===== config.mk =====
export PLATFORM = sky130hd
export DESIGN_NAME = radix_digit_converter_unit
export DESIGN_NICKNAME = d
export VERILOG_FILES = /design/src/rtl/core/rdc_pkg.sv /design/src/rtl/core/rdc_front.sv /design/src/rtl/core/rdc_back.sv /design/src/rtl/core/radix_digit_converter_unit.sv
export SDC_FILE = /design/constraint.sdc
export NUM_CORES = 1
export LEC_CHECK = 0
export ABC_AREA = 0
export BUFFER_PORTS_ARGS = -buffer_cell sky130_fd_sc_hd__clkbuf_2
export CAP_MARGIN = 20
export CORE_ASPECT_RATIO = 2
export CORE_MARGIN = 2
export CORE_UTILIZATION = 56
export CTS_CLUSTER_DIAMETER = 120
export DETAILED_ROUTE_END_ITERATION = 8
export GPL_ROUTABILITY_DRIVEN = 0
export PLACE_DENSITY = 0.76
export SKIP_CTS_REPAIR_TIMING = 1
export SLEW_MARGIN = 25
export SYNTH_ARGS = -nofsm -noshare
export SYNTH_HDL_FRONTEND = slang
export SYNTH_SLANG_ARGS = --single-unit
export TNS_END_PERCENT = 30

===== constraint.sdc =====
create_clock -name clk_i -period 11.3 [get_ports clk_i]
set_clock_uncertainty 0.05 [all_clocks]
set_input_delay 1.695 -clock clk_i [delete_from_list [all_inputs] [get_ports clk_i]]
set_output_delay 1.695 -clock clk_i [all_outputs]
set_load 0.01 [all_outputs]

===== src/rtl/core/rdc_pkg.sv =====
// shared types and constants of the radix digit converter
package rdc_pkg;

  localparam int unsigned VALUE_IN_W = 31;
  localparam int unsigned RADIX_W    = 8;
  localparam int unsigned DIGIT_W    = 4;
  localparam int unsigned DIVISOR_W  = 5;
  localparam int unsigned STEP_BITS  = 8;
  localparam int unsigned S_TDATA_W  = 40;
  localparam int unsigned M_TDATA_W  = 8;

  localparam logic [RADIX_W-1:0] RADIX_MIN = 8'd2;
  localparam logic [RADIX_W-1:0] RADIX_MAX = 8'd16;

  typedef enum logic [1:0] {
    KIND_ZERO,
    KIND_BAD,
    KIND_CONV
  } kind_e;

  typedef struct packed {
    logic dividing;
    logic emitting;
  } rdc_status_t;

endpackage


===== src/rtl/core/rdc_front.sv =====
// input side: takes beats, classifies them and holds them in a two-entry queue
module rdc_front import rdc_pkg::*; #(
  parameter int unsigned VALUE_WIDTH = 31
) (
  input  logic                   clk_i,
  input  logic                   rst_ni,
  input  logic                   in_valid_i,
  output logic                   in_ready_o,
  input  logic [VALUE_IN_W-1:0]  in_value_i,
  input  logic [RADIX_W-1:0]     in_radix_i,
  output logic                   q_valid_o,
  input  logic                   q_ready_i,
  output kind_e                  q_kind_o,
  output logic [VALUE_WIDTH-1:0] q_value_o,
  output logic [DIVISOR_W-1:0]   q_radix_o
);

  localparam int unsigned EXT_W  = VALUE_WIDTH + VALUE_IN_W;
  localparam logic [1:0]  QDEPTH = 2'd2;

  logic [EXT_W-1:0]       value_ext;
  logic [VALUE_WIDTH-1:0] value_in;
  kind_e                  kind_in;
  logic                   push, pop;

  kind_e                  kind_q  [2];
  logic [VALUE_WIDTH-1:0] value_q [2];
  logic [DIVISOR_W-1:0]   radix_q [2];
  logic                   wr_ptr_q, wr_ptr_d;
  logic                   rd_ptr_q, rd_ptr_d;
  logic [1:0]             count_q, count_d;

  // only the low VALUE_WIDTH bits of the value take part
  assign value_ext = EXT_W'(in_value_i);
  assign value_in  = value_ext[VALUE_WIDTH-1:0];

  always_comb begin
    if (value_in == '0) begin
      kind_in = KIND_ZERO;
    end else if ((in_radix_i < RADIX_MIN) || (in_radix_i > RADIX_MAX)) begin
      kind_in = KIND_BAD;
    end else begin
      kind_in = KIND_CONV;
    end
  end

  assign in_ready_o = (count_q != QDEPTH);
  assign q_valid_o  = (count_q != 2'd0);
  assign push       = in_valid_i && in_ready_o;
  assign pop        = q_valid_o && q_ready_i;

  assign q_kind_o  = kind_q[rd_ptr_q];
  assign q_value_o = value_q[rd_ptr_q];
  assign q_radix_o = radix_q[rd_ptr_q];

  always_comb begin
    wr_ptr_d = push ? ~wr_ptr_q : wr_ptr_q;
    rd_ptr_d = pop ? ~rd_ptr_q : rd_ptr_q;
    count_d  = count_q;
    if (push && !pop) begin
      count_d = count_q + 2'd1;
    end else if (pop && !push) begin
      count_d = count_q - 2'd1;
    end
  end

  always_ff @(posedge clk_i or negedge rst_ni) begin
    if (!rst_ni) begin
      wr_ptr_q <= 1'b0;
      rd_ptr_q <= 1'b0;
      count_q  <= 2'd0;
    end else begin
      wr_ptr_q <= wr_ptr_d;
      rd_ptr_q <= rd_ptr_d;
      count_q  <= count_d;
    end
  end

  always_ff @(posedge clk_i) begin
    if (push) begin
      kind_q[wr_ptr_q]  <= kind_in;
      value_q[wr_ptr_q] <= value_in;
      radix_q[wr_ptr_q] <= in_radix_i[DIVISOR_W-1:0];
    end
  end

endmodule


===== src/rtl/core/rdc_back.sv =====
// work side: iterative division by the radix, digit store and digit read-out
module rdc_back import rdc_pkg::*; #(
  parameter int unsigned VALUE_WIDTH = 31
) (
  input  logic                   clk_i,
  input  logic                   rst_ni,
  input  logic                   q_valid_i,
  output logic                   q_ready_o,
  input  kind_e                  q_kind_i,
  input  logic [VALUE_WIDTH-1:0] q_value_i,
  input  logic [DIVISOR_W-1:0]   q_radix_i,
  output logic                   out_valid_o,
  input  logic                   out_ready_i,
  output logic [DIGIT_W-1:0]     out_digit_o,
  output logic                   out_last_o,
  output logic                   out_error_o,
  output rdc_status_t            status_o
);

  localparam int unsigned PAD_W  = ((VALUE_WIDTH + STEP_BITS - 1) / STEP_BITS) * STEP_BITS;
  localparam int unsigned NCH    = PAD_W / STEP_BITS;
  localparam int unsigned CH_W   = (NCH > 1) ? $clog2(NCH) : 1;
  localparam int unsigned ADDR_W = $clog2(VALUE_WIDTH);
  localparam int unsigned CNT_W  = $clog2(VALUE_WIDTH + 1);

  localparam logic [1:0] ST_IDLE = 2'd0;
  localparam logic [1:0] ST_DIV  = 2'd1;
  localparam logic [1:0] ST_RD   = 2'd2;
  localparam logic [1:0] ST_LOAD = 2'd3;

  logic [1:0]           state_q, state_d;
  logic [PAD_W-1:0]     div_q, div_d, div_nx;
  logic [DIVISOR_W-1:0] radix_q, radix_d;
  logic [DIGIT_W-1:0]   rem_q, rem_d, rem_nx;
  logic [CH_W-1:0]      chunk_q, chunk_d;
  logic [CNT_W-1:0]     cnt_q, cnt_d;
  logic [ADDR_W-1:0]    rd_idx_q, rd_idx_d;
  logic                 out_valid_q, out_valid_d;
  logic [DIGIT_W-1:0]   out_digit_q, out_digit_d;
  logic                 out_last_q, out_last_d;
  logic                 out_error_q, out_error_d;
  logic [STEP_BITS-1:0] qbits;
  logic [PAD_W+STEP_BITS-1:0] quot_ext;
  logic                 out_free;
  logic                 wr_en, rd_en;

  logic [DIGIT_W-1:0]   store_q [VALUE_WIDTH];
  logic [DIGIT_W-1:0]   rd_data_q;

  // one chunk of the long division: a few restoring steps on a narrow remainder
  always_comb begin
    logic [DIGIT_W-1:0]   r;
    logic [DIVISOR_W-1:0] t;
    logic [STEP_BITS-1:0] top;
    top = div_q[PAD_W-1 -: STEP_BITS];
    r   = rem_q;
    for (int i = 0; i < STEP_BITS; i++) begin
      t = {r, top[STEP_BITS-1-i]};
      if (t >= radix_q) begin
        qbits[STEP_BITS-1-i] = 1'b1;
        r = DIGIT_W'(t - radix_q);
      end else begin
        qbits[STEP_BITS-1-i] = 1'b0;
        r = t[DIGIT_W-1:0];
      end
    end
    rem_nx = r;
  end

  // dividend shifts out at the top while quotient bits come in at the bottom
  assign quot_ext = {div_q, qbits};
  assign div_nx   = quot_ext[PAD_W-1:0];

  assign out_free  = !out_valid_q || out_ready_i;
  assign q_ready_o = (state_q == ST_IDLE) && ((q_kind_i == KIND_CONV) || out_free);

  always_comb begin
    state_d     = state_q;
    div_d       = div_q;
    radix_d     = radix_q;
    rem_d       = rem_q;
    chunk_d     = chunk_q;
    cnt_d       = cnt_q;
    rd_idx_d    = rd_idx_q;
    out_valid_d = out_valid_q && !out_ready_i;
    out_digit_d = out_digit_q;
    out_last_d  = out_last_q;
    out_error_d = out_error_q;
    wr_en       = 1'b0;
    rd_en       = 1'b0;
    unique case (state_q)
      ST_IDLE: begin
        if (q_valid_i && q_ready_o) begin
          if (q_kind_i == KIND_CONV) begin
            div_d   = PAD_W'(q_value_i);
            radix_d = q_radix_i;
            rem_d   = '0;
            chunk_d = '0;
            cnt_d   = '0;
            state_d = ST_DIV;
          end else begin
            out_valid_d = 1'b1;
            out_digit_d = '0;
            out_last_d  = 1'b1;
            out_error_d = (q_kind_i == KIND_BAD);
          end
        end
      end
      ST_DIV: begin
        div_d   = div_nx;
        rem_d   = rem_nx;
        chunk_d = chunk_q + CH_W'(1);
        if (chunk_q == CH_W'(NCH - 1)) begin
          chunk_d = '0;
          rem_d   = '0;
          wr_en   = 1'b1;
          cnt_d   = cnt_q + CNT_W'(1);
          if ((div_nx == '0) || (cnt_q == CNT_W'(VALUE_WIDTH - 1))) begin
            rd_idx_d = cnt_q[ADDR_W-1:0];
            state_d  = ST_RD;
          end
        end
      end
      ST_RD: begin
        rd_en   = 1'b1;
        state_d = ST_LOAD;
      end
      ST_LOAD: begin
        if (out_free) begin
          out_valid_d = 1'b1;
          out_digit_d = rd_data_q;
          out_last_d  = (rd_idx_q == '0);
          out_error_d = 1'b0;
          if (rd_idx_q == '0) begin
            state_d = ST_IDLE;
          end else begin
            rd_idx_d = rd_idx_q - ADDR_W'(1);
            state_d  = ST_RD;
          end
        end
      end
      default: begin
        state_d = ST_IDLE;
      end
    endcase
  end

  always_ff @(posedge clk_i or negedge rst_ni) begin
    if (!rst_ni) begin
      state_q     <= ST_IDLE;
      chunk_q     <= '0;
      cnt_q       <= '0;
      out_valid_q <= 1'b0;
    end else begin
      state_q     <= state_d;
      chunk_q     <= chunk_d;
      cnt_q       <= cnt_d;
      out_valid_q <= out_valid_d;
    end
  end

  always_ff @(posedge clk_i) begin
    div_q       <= div_d;
    radix_q     <= radix_d;
    rem_q       <= rem_d;
    rd_idx_q    <= rd_idx_d;
    out_digit_q <= out_digit_d;
    out_last_q  <= out_last_d;
    out_error_q <= out_error_d;
  end

  // digit store, least significant digit at address zero
  always_ff @(posedge clk_i) begin
    if (wr_en) begin
      store_q[cnt_q[ADDR_W-1:0]] <= rem_nx;
    end
    if (rd_en) begin
      rd_data_q <= store_q[rd_idx_q];
    end
  end

  assign out_valid_o       = out_valid_q;
  assign out_digit_o       = out_digit_q;
  assign out_last_o        = out_last_q;
  assign out_error_o       = out_error_q;
  assign status_o.dividing = (state_q == ST_DIV);
  assign status_o.emitting = (state_q == ST_RD) || (state_q == ST_LOAD);

endmodule


===== src/rtl/core/radix_digit_converter_unit.sv =====
// top level of the radix digit converter: stream ports, front queue and back end
// Each input beat carries a value and a radix; the unit emits the digits of the value in that
// radix, most significant first, one output beat per digit with tlast on the final digit. A zero
// value gives the single digit 0; a nonzero value with a radix outside 2..16 gives one beat with
// tuser (error) set and digit 0. Only the low VALUE_WIDTH bits of the value are used. A
// conversion runs in the back end: the shared divider retires eight dividend bits per cycle
// against the radix, and each digit is then read back through the registered port of the
// digit store, in a read state and then a load state that waits for the output to be free.
// Zero and error items bypass the divider. A two-entry queue in front accepts new items
// while the back end is busy or its output is stalled.
module radix_digit_converter_unit import rdc_pkg::*; #(
  parameter int unsigned VALUE_WIDTH = 31
) (
  input  logic                 clk_i,
  input  logic                 rst_ni,
  input  logic                 s_axis_tvalid,
  output logic                 s_axis_tready,
  input  logic [S_TDATA_W-1:0] s_axis_tdata,   // value [30:0], radix [38:31], zero pad
  output logic                 m_axis_tvalid,
  input  logic                 m_axis_tready,
  output logic [M_TDATA_W-1:0] m_axis_tdata,   // digit [3:0], zero pad
  output logic                 m_axis_tlast,
  output logic                 m_axis_tuser    // error
);

  logic                   q_valid, q_ready;
  kind_e                  q_kind;
  logic [VALUE_WIDTH-1:0] q_value;
  logic [DIVISOR_W-1:0]   q_radix;
  logic [DIGIT_W-1:0]     out_digit;
  rdc_status_t            status;

  rdc_front #(
    .VALUE_WIDTH (VALUE_WIDTH)
  ) u_front (
    .clk_i      (clk_i),
    .rst_ni     (rst_ni),
    .in_valid_i (s_axis_tvalid),
    .in_ready_o (s_axis_tready),
    .in_value_i (s_axis_tdata[VALUE_IN_W-1:0]),
    .in_radix_i (s_axis_tdata[VALUE_IN_W +: RADIX_W]),
    .q_valid_o  (q_valid),
    .q_ready_i  (q_ready),
    .q_kind_o   (q_kind),
    .q_value_o  (q_value),
    .q_radix_o  (q_radix)
  );

  rdc_back #(
    .VALUE_WIDTH (VALUE_WIDTH)
  ) u_back (
    .clk_i       (clk_i),
    .rst_ni      (rst_ni),
    .q_valid_i   (q_valid),
    .q_ready_o   (q_ready),
    .q_kind_i    (q_kind),
    .q_value_i   (q_value),
    .q_radix_i   (q_radix),
    .out_valid_o (m_axis_tvalid),
    .out_ready_i (m_axis_tready),
    .out_digit_o (out_digit),
    .out_last_o  (m_axis_tlast),
    .out_error_o (m_axis_tuser),
    .status_o    (status)
  );

  assign m_axis_tdata = M_TDATA_W'(out_digit);

  // an error beat is always a lone final beat with digit zero
  a_error_beat: assert property (@(posedge clk_i) disable iff (!rst_ni)
    m_axis_tvalid && m_axis_tuser |-> m_axis_tlast && (m_axis_tdata == '0))
    else $error("error beat without tlast or with nonzero digit");

  // the divider never loads a new output beat
  a_no_load_while_dividing: assert property (@(posedge clk_i) disable iff (!rst_ni)
    status.dividing |=> !$rose(m_axis_tvalid))
    else $error("output beat appeared during division");

  // a pending non-final digit means the read-out of that conversion is still under way
  a_mid_digit_emitting: assert property (@(posedge clk_i) disable iff (!rst_ni)
    m_axis_tvalid && !m_axis_tlast |-> status.emitting && !m_axis_tuser)
    else $error("non-final digit outside read-out phase");

endmodule


# == Word-level counts from Yosys, hierarchy flattened ==
# Memories as Yosys holds them, arrays and structs flattened. A register that Yosys moved wholly into a read port is not among the register bits.
# Cells that the tools add are included.
# W data, S select, Z words.
# op_classes
bitwise,2
n_eq_ne,15
shifts,0
n_mul,0
muxes,70
n_addsub,13
n_reduce_logical,29
div_mod_pow,0
order_cmp,10
# op_table
op,n
$mux W32,2
$pmux W32 S2,1
$mux W4,14
$ge A5 B5 Y1,8
$mux W5,7
$logic_not A32 Y1,1
$sub A4 B4 Y4,8
$logic_not A31 Y1,1
$mux W2,13
$mux W1,24
$pmux W5 S2,2
$pmux W4 S2,2
$ne A2 B2 Y1 const B,5
$reduce_and A5 Y1,2
$reduce_bool A2 Y1,5
$eq A2 B2 Y1 const B,4
$gt A8 B5 Y1 const B,1
$lt A8 B2 Y1 const B,1
$pmux W2 S4,1
$reduce_and A4 Y1,2
$logic_and A1 B1 Y1,6
$ne A2 B1 Y1 const B,3
$pmux W1 S2,3
$reduce_and A3 Y1,2
12 further kinds,21
# totals
ram_bits,200
output_inout_bits,12
rom_bits,0
latchBits,0
register_bits,61
mem_count,4
input_bits,44
# mem_list
memory,words,word_bits,read_ports,rd_clocked_by_memory_dff,write_ports,line_no,rtl
u_back.store_q,31,4,1,1,1,rdc_back.sv:47,logic [DIGIT_W-1:0] store_q [VALUE_WIDTH];
u_front.value_q,2,31,1,0,1,rdc_front.sv:27,logic [VALUE_WIDTH-1:0] value_q [2];
u_front.radix_q,2,5,1,1,1,rdc_front.sv:28,logic [DIVISOR_W-1:0] radix_q [2];
u_front.kind_q,2,2,1,0,1,rdc_front.sv:26,kind_e kind_q [2];

# == Logic depth before layout (Yosys ltp) ==
# Gate-level depths: netlist of the first run.
# logic_depth
ltp_word,21
depth_mapped,53
mapped_depth_nobuf,53

# == Modules after synthesis ==
# A second synthesis of the first run with hierarchy kept.
# unflattened
cells_unflattened,838
area_unflattened_um2,12791.0
# modules_own_cells
mod,area_per_inst_um2,cells_per_inst,instances
rdc_back,9651.8,681,1
rdc_front,3105.5,152,1
radix_digit_converter_unit,33.8,5,1

# == Least setup slack after synthesis of the first run ==
# Ideal clock, no wire load.
# synth_timing
path_type,reg2reg
from,reg u_back.radix_q[1] (read register of u_front.radix_q)
to,mem u_back.store_q[0][0] (data pin)
slack_ns,0.420
period_less_slack_ns,10.880
t_required_ns,10.879
setup_ns,0.371
stages_incl_launch_ff,43
t_arrival_ns,10.459
cell_sequence,edfxtp_1 -> inv_1 -> ha_1 -> a31oi_1 -> o21ai_2 -> mux2_2 -> ha_1 -> a21o_1 -> a31oi_1 -> o21ai_2 -> mux2_2 -> inv_1 -> ha_1 -> a21o_1 -> a31oi_1 -> o21ai_4 -> o21ai_0 -> inv_1 -> [... 7 more ...] -> a31oi_1 -> o21ai_2 -> mux2_2 -> inv_1 -> ha_1 -> a21oi_1 -> o21ai_0 -> a31oi_2 -> mux2_4 -> ha_1 -> a21o_1 -> a31o_2 -> a21oi_1 -> ha_1 -> a21o_1 -> a21oi_1 -> o21ai_1 -> a21oi_1
# synth_between
elab_chain_len,16
# synth_lines
element,line_no,rtl
"start, declared",rdc_back.sv:33,"logic [DIVISOR_W-1:0] radix_q, radix_d;"
$sub A4 B4 Y4 or $ge A5 B5 Y1 (tied branches),"rdc_back.sv:61, rdc_back.sv:59",
$mux W4,rdc_back.sv:59,if (t >= radix_q) begin
$sub A4 B4 Y4 or $ge A5 B5 Y1 (tied branches),"rdc_back.sv:61, rdc_back.sv:59",
$mux W4,rdc_back.sv:59,
$sub A4 B4 Y4 or $ge A5 B5 Y1 (tied branches),"rdc_back.sv:61, rdc_back.sv:59",
$mux W4,rdc_back.sv:59,
$ge A5 B5 Y1 or $sub A4 B4 Y4 (tied branches),"rdc_back.sv:59, rdc_back.sv:61",
$mux W4,rdc_back.sv:59,
$sub A4 B4 Y4 or $ge A5 B5 Y1 (tied branches),"rdc_back.sv:61, rdc_back.sv:59",
$mux W4,rdc_back.sv:59,
$sub A4 B4 Y4 or $ge A5 B5 Y1 (tied branches),"rdc_back.sv:61, rdc_back.sv:59",
$mux W4,rdc_back.sv:59,
$sub A4 B4 Y4 or $ge A5 B5 Y1 (tied branches),"rdc_back.sv:61, rdc_back.sv:59",
$mux W4,rdc_back.sv:59,
$ge A5 B5 Y1 (*),rdc_back.sv:59,
$mux W4 (*),rdc_back.sv:59,
via u_back.rem_nx[0],rdc_back.sv:34,"logic [DIGIT_W-1:0] rem_q, rem_d, rem_nx;"
"end, declared",rdc_back.sv:47,
# Mark *: on every way through the listed nets, which the timed path passes. The rest lies on a longest branch.

# == Worst setup path in the final report of the first run ==
# layout_timing
from,reg u_back.rem_q[1]
to,reg u_back.rd_idx_q[3] (enable)
# layout_between
elab_chain_len,20
# layout_lines
element,line_no,rtl
"start, declared",rdc_back.sv:34,
"start signal, assigned",rdc_back.sv:165,rem_q <= rem_d;
$sub A4 B4 Y4 or $ge A5 B5 Y1 (tied branches),"rdc_back.sv:61, rdc_back.sv:59",
$mux W4,rdc_back.sv:59,
$sub A4 B4 Y4 or $ge A5 B5 Y1 (tied branches),"rdc_back.sv:61, rdc_back.sv:59",
$mux W4,rdc_back.sv:59,
$ge A5 B5 Y1 or $sub A4 B4 Y4 (tied branches),"rdc_back.sv:59, rdc_back.sv:61",
$mux W4,rdc_back.sv:59,
$sub A4 B4 Y4 or $ge A5 B5 Y1 (tied branches),"rdc_back.sv:61, rdc_back.sv:59",
$mux W4,rdc_back.sv:59,
[... 4 more ...],n/a,
$ge A5 B5 Y1 or $sub A4 B4 Y4 (tied branches),"rdc_back.sv:59, rdc_back.sv:61",
$mux W4,rdc_back.sv:59,
$ge A5 B5 Y1,rdc_back.sv:59,
$mux W1,rdc_back.sv:59,
$logic_not A32 Y1 (*),rdc_back.sv:118,if ((div_nx == '0) || (cnt_q == CNT_W'(VALUE_WIDTH - 1))) begin
$logic_or A1 B1 Y1 (*),rdc_back.sv:118,
$ne A2 B1 Y1 (no line) (*),n/a,
$reduce_and A5 Y1 (no line) (*),n/a,
"end signal, assigned",rdc_back.sv:166,rd_idx_q <= rd_idx_d;
"end, declared",rdc_back.sv:37,"logic [ADDR_W-1:0] rd_idx_q, rd_idx_d;"
# Every way passes the cells marked *; elsewhere a longest branch is shown, timed or not.
# A chain may end at the register's enable or synchronous reset.

==> results.md, run 1 <==
* Tmin final at 10560 ps
* Worst min path class: reg2reg
* RSZ-0062 raised after global routing: false
* Share of cells above drive strength 1 at 19.1%
* CP endpoint kind: flip-flop
* Fmax at 0.0947 GHz
* Max-slew violations at 0
* Synth Area in XOR/XNOR at 1.60%
* Post-Synth Adder-Cell Area at 6.33%
* DIE WIDTH at 110 µm
* Crit Path Category: reg2reg
* Total CTS buffers at 21
* Leakage power at 5.39 nW
* Maximum vdd drop at 157 µV
* Yosys reg bits at 270
* Core Area at 22100 µm²
* YS warnings at 0
* Synth cell types at 55
* Count of buffers from port buffering at 50
* Slowest stage delay, CP at 410 ps
* Worst-Margin Slew at 900 ps
* Slowest library cell on the worst path: edfxtp_1
* Row count at 77
* CTS sink cnt at 270
* GR Overflow Total at 0
* Tcrit/Tclk final at 93.5%
* Top cells by area, synth: edfxtp_1, ha_1, mux4_2
* Post-DP HPWL at 18200 µm
* Final WL at 25200 µm
* Final net count at 1076
* Mean Syn Cell Area at 14.2 µm²
* Vias per cell at 5.89
* Seq/Total Area, Yosys at 63.8%
* P&R area growth vs syn at 12.8%
* Cell repeated most along the worst path: ha_1
* Fillers at 1615
* Design area at 14200 µm²
* Crit path launch type: flip-flop
* Post-synth top area share at 61.0%
* 1st-pass router iterations at 5
* FF-to-FF setup slack at 740 ps
* CTS tree: built
* Initial antenna violation count at 0
* Drt first-iter violations at 360
* Placed cell area at 13400 µm²
* Post-synth top area cell: edfxtp_1
* Root Driver: clkbuf_16
* Fraction of registers with async set/reset at 5.19%
* Sequential Area at 8040 µm²
* TNS Setup at 0 ps
* # setup viols final at 0
* DIE HEIGHT at 216 µm
* Number of global-route vias before repair at 7639
* H-Tree Depth at 1
* Ports at 56
* Cell Area, Synth at 12600 µm²
* Multi-input gate area at 4290 µm²
* Critical Path Fanout Max at 10
* Critical path arrival at 10730 ps
* Pin count of the biggest net entering global routing at 78
* Clock latency on the worst-skew pair at 530 ps
* Combinational family with the most area after synthesis: multiplexers
* WL/cell at 19.9 µm
* Die area at 23800 µm²
* Post-Synth Simple-Gate Area at 7.32%
* Synth Area in Compound Gates at 7.72%
* Most frequent cell after synthesis: edfxtp_1
* Number of flops mapped to enable cells by yosys at 256
* Routed Antenna Nets at 0
* DRC viols at 0
* Multiplexer share of the synthesized area at 10.6%
* First-pass GRT wire length at 39000 µm
* Max_slew headroom at 40.0%
* Starting density of the core at 57.1%
* # diodes at 0
* Cell count after synthesis at 889
* Clock Path Buffers at 3
* Pwr dens at 145 nW/µm²
* Status: finished, final reports clean
* Fin. Hold Viols at 0
* Main synth FF type: edfxtp_1
* Top cells by count, synth: edfxtp_1, nand2_1, nor2_1
* Max_cap viols at 0
* Worst Path Required at 11460 ps
* Clock-pin slew on the worst setup and hold paths at 80 ps
* GRT Total Usage at 21.7%
* Total number of vias at 7444
## registers in the layout (all words and copies together) (netlist names), 5 cells and up
name,count
u_front.value_q,62
u_back.store_q,124
u_front.radix_q,10
u_back.rd_idx_q,5
u_back.div_q,32
u_back.radix_q,5
u_back.cnt_q,5
## power breakdown
part,total [mW],internal (mW),switching [mW]
Clock,0.776,0.436,0.339
Combinational,0.101,0.0357,0.0651
Sequential,1.18,1.16,0.0214
Total,2.06,1.64,0.426
## layer usage
layer  up-vias  global-route usage [%]  part of all wire [%]  wire (µm)
met5         -                       0                     0          0
met4         0                    10.5                   5.0       1260
met3        73                    2.65                   3.8        967
met2       201                    43.3                    60      15100
met1      3654                    20.5                    31       7830
li1       3516                       -                     -          -
## critical path, delay by kind of cell (launching register included)
kind / cells / cell delay, ps
compound gates: 25 / 4660
fa+ha+maj: 8 / 2200
mux: 4 / 1440
buf+inv: 8 / 910
simple gates: 4 / 540
flops: 1 / 410
## cell usage in the layout (no fill, tap or decap), types with 14 or more instances in the layout
cell type  instances
ha_1              50
nand2b_1          15
a21o_1            17
a21oi_1           36
clkbuf_2          50
nor2_1            63
mux2_2            15
xnor2_1           17
nor4_1            14
mux2i_1           53
edfxtp_1         256
inv_1             46
nand2_1           67
buf_4             36
o21ai_0           53
nand3_1           14
clkbuf_16         21
mux4_2            25
## kinds of logic (layout without fill, tap and decap cells)
group                    Yosys count  count (layout)
flip-flops                       270             270
AND/OR/NAND/NOR                  202             202
AO/OA/AOI/OAI                    156             157
multiplexers                      97              97
buffers and inverters             81             176
adder cells (fa/ha/maj)           59              59
XOR/XNOR                          23              23
other                              1               4
## stage by stage
stage               total power, mW  std cells  worst slack [ps]  hold WS (ps)  utilization (%)
floorplan                      1.26        892               420           410                -
global placement               1.30       1223               432           428             60.9
detailed placement             1.30       1223               540           442             60.9
CTS                            2.07       1261               456           459             64.2
global route                   2.12       1264              44.6           473             64.4
finish                         2.06       1264               735           460             64.4
## worst paths after layout
| kind | startpoint | endpoint | depth (start not counted) |
|---|---|---|---|
| worst min register to register | u_back.chunk_q[0] | u_back.chunk_q[0] | 1 |
| min in group asynchronous | rst_ni | u_back.state_q[1] | 1 |
| max in group asynchronous | rst_ni | u_front.rd_ptr_q | 1 |
| worst max-delay path | u_back.rem_q[1] | u_back.rd_idx_q[3] | 49 |
| worst max register to register | u_back.rem_q[1] | u_back.rd_idx_q[3] | 49 |
| worst min-delay path | u_back.chunk_q[0] | u_back.chunk_q[0] | 1 |
## final cells by class
cell class	count	share of cell area [%]
Sequential cell	270	56.6
Multi-Input combinational cell	542	30.2
Timing Repair Buffer	92	4.51
Clock buffer	23	3.75
Tap cell	276	2.43
Clock inverter	15	1.31
Inverter	46	1.22
(Power assumes the default switching activity.)
==> run 2: changes to the inputs <==
- CAP_MARGIN: 20 -> 25
- CELL_PAD_IN_SITES_DETAIL_PLACEMENT: not set -> 0
- CELL_PAD_IN_SITES_GLOBAL_PLACEMENT: not set -> 1
- CORE_UTILIZATION: 56 -> 47
- CTS_CLUSTER_SIZE: not set -> 25
- PLACE_DENSITY: 0.76 -> not set
- PLACE_DENSITY_LB_ADDON: not set -> 0.1
==> run 2 against run 1 <==
Against the previous run:
- critical endpoint unchanged
- clock power decreased by 30%
- hold slack got worse by 5.3 ps
- die area grew 19%
- fmax barely moved
- global-route usage decreased by 2.0 points
- critical path type unchanged
==> results.md, run 2 (same netlist as run 1, synthesis figures left out) <==
* Row count at 84 (+9.1%)
* M1 WL at 8550 µm (+9.2%)
* WL/cell at 20.7 µm (+4.1%)
* Pwr dens at 131 nW/µm² (-9.4%)
* Max_slew headroom at 39.8% (-0.21 points)
* CP endpoint kind: flip-flop
* Leakage power at 5.21 nW (-3.3%)
* Vias per cell at 5.49 (-6.7%)
* Most frequent cells in the layout: edfxtp_1, nand2_1, nor2_1
* CTS sink cnt at 270 (unchanged)
* GRT Total Usage at 19.7% (-2.0 points)
* Top Metal Used: met4
* Number of global-route vias before repair at 7775 (+1.8%)
* Tcrit/Tclk final at 93.6% (about the same)
* GR Overflow Total at 0 (unchanged)
* Critical Path Fanout Max at 10 (unchanged)
* Count of buffers from port buffering at 50 (unchanged)
* Cell repeated most along the worst path: ha_1
* DIE HEIGHT at 236 µm (+9.0%)
* Pin count of the biggest net entering global routing at 78 (unchanged)
* Final net count at 1066 (-0.93%)
* H-Tree Depth at 1 (unchanged)
* Maximum vdd drop at 156 µV (-0.71%)
* Total number of vias at 7222 (-3.0%)
* Commonest non-fill, non-tap cell in the layout: edfxtp_1
* Clock-pin slew on the worst setup and hold paths at 90 ps (about the same)
* Slowest stage delay, CP at 460 ps (+50 ps)
* # diodes at 0 (unchanged)
* CTS tree: built
* Crit path launch type: flip-flop
* Initial antenna violation count at 0 (unchanged)
* Final WL at 27200 µm (+8.3%)
* Tmin final at 10570 ps (+9.53 ps)
* Crit Path Category: reg2reg
* Routed Antenna Nets at 0 (unchanged)
* DRC viols at 0 (unchanged)
* 1st-pass router iterations at 4 (-1)
* Fin. Hold Viols at 0 (unchanged)
* Share of cells above drive strength 1 at 17.1% (-2.0 points)
* Status: finished, final reports clean
* Worst-Margin Slew at 904 ps (+3.15 ps)
* Root Driver: clkbuf_16
* TNS Setup at 0 ps (unchanged)
* Worst min path class: reg2reg
* Clock latency on the worst-skew pair at 490 ps (-40 ps)
* Total CTS buffers at 14 (-33%)
* Critical path arrival at 10730 ps (about the same)
* Max reg flops at 124 (unchanged)
* Placed cell area at 13500 µm² (+0.33%)
* Met2 wire length at 16900 µm (+12%)
* DIE WIDTH at 120 µm (+8.8%)
* Worst Path Required at 11450 ps (about the same)
* DR WL met3 at 590 µm (-39%)
* First-pass GRT wire length at 42300 µm (+8.6%)
* RSZ-0062 raised after global routing: false
* Ports at 56 (unchanged)
* R2R depth at 47 (-4.1%)
* Fmax at 0.0946 GHz (about the same)
* Drt first-iter violations at 331 (-8.1%)
* Max_cap viols at 0 (unchanged)
* Slowest library cell on the worst path: edfxtp_1
* Clock Path Buffers at 3 (unchanged)
* P&R area growth vs syn at 10.5%
* WHS Path Cells at 1 (unchanged)
* Starting density of the core at 47.8% (-9.4 points)
* Die area at 28200 µm² (+19%)
* # setup viols final at 0 (unchanged)
* Design area at 13900 µm² (-2.0%)
* Max-slew violations at 0 (unchanged)
* Core Area at 26400 µm² (+20%)
* Post-DP HPWL at 20800 µm (+14%)
-- run 2: changes by cell type in the layout (fill, tap and decap cells not counted), sizes merged --
cell      delta
a21oi        -1
buf          -2
bufinv       -4
clkinv       -7
clkinvlp     -1
inv          -2
-- run 2: worst max-delay path, delay by kind of cell, from the launching register on --
kind | cells | cell delay [ps]
flops | 1 | 460
fa+ha+maj | 8 | 2480
simple gates | 5 | 500
compound gates | 25 | 4820
buf+inv | 4 | 480
mux | 5 | 1500
-- run 2: layer usage --
layer,vias up,GRT usage [%]
met2,111,42.0
met3,41,1.89
met1,3593,17.7
li1,3477,-
met5,-,0
met4,0,8.27
-- run 2: report_power, final --
group	switching [mW]	total, mW	internal (mW)
combinational	0.0662	0.102	0.0357
sequential	0.0206	1.18	1.16
clock	0.296	0.546	0.250
-- run 2: final timing paths --
path / startpoint / to / slack, ps
min in group asynchronous: rst_ni / u_back.out_valid_o / 1050
min: u_back.chunk_q[0] / u_back.chunk_q[0] / 450
max: u_back.radix_q[0] / u_back.rd_idx_q[3] / 730
min reg2reg: u_back.chunk_q[0] / u_back.chunk_q[0] / 450
max in group asynchronous: rst_ni / u_front.rd_ptr_q / 9850
max reg2reg: u_back.radix_q[0] / u_back.rd_idx_q[3] / 730
-- run 2: area by class of cell --
type | count | area, µm²
Clock inverter | 1 | 7.51
Sequential cell | 270 | 8040
Clock buffer | 23 | 405
Fill cell | 2246 | 12400
Multi-Input combinational cell | 541 | 4260
Inverter | 46 | 173
Timing Repair Buffer | 90 | 613
Tap cell | 344 | 430
-- run 2: stage by stage --
step / hold slack [ps] / setup slack (ps) / total power, mW / utilization, % / std cells
after floorplan: 410 / 420 / 1.26 / - / 892
after detailed placement: 444 / 342 / 1.31 / 51.1 / 1287
after global placement: 427 / 501 / 1.30 / 51.0 / 1286
final: 455 / 726 / 1.83 / 52.8 / 1315
after CTS: 459 / 320 / 1.85 / 52.7 / 1311
after global routing: 486 / 20.1 / 1.89 / 52.8 / 1315
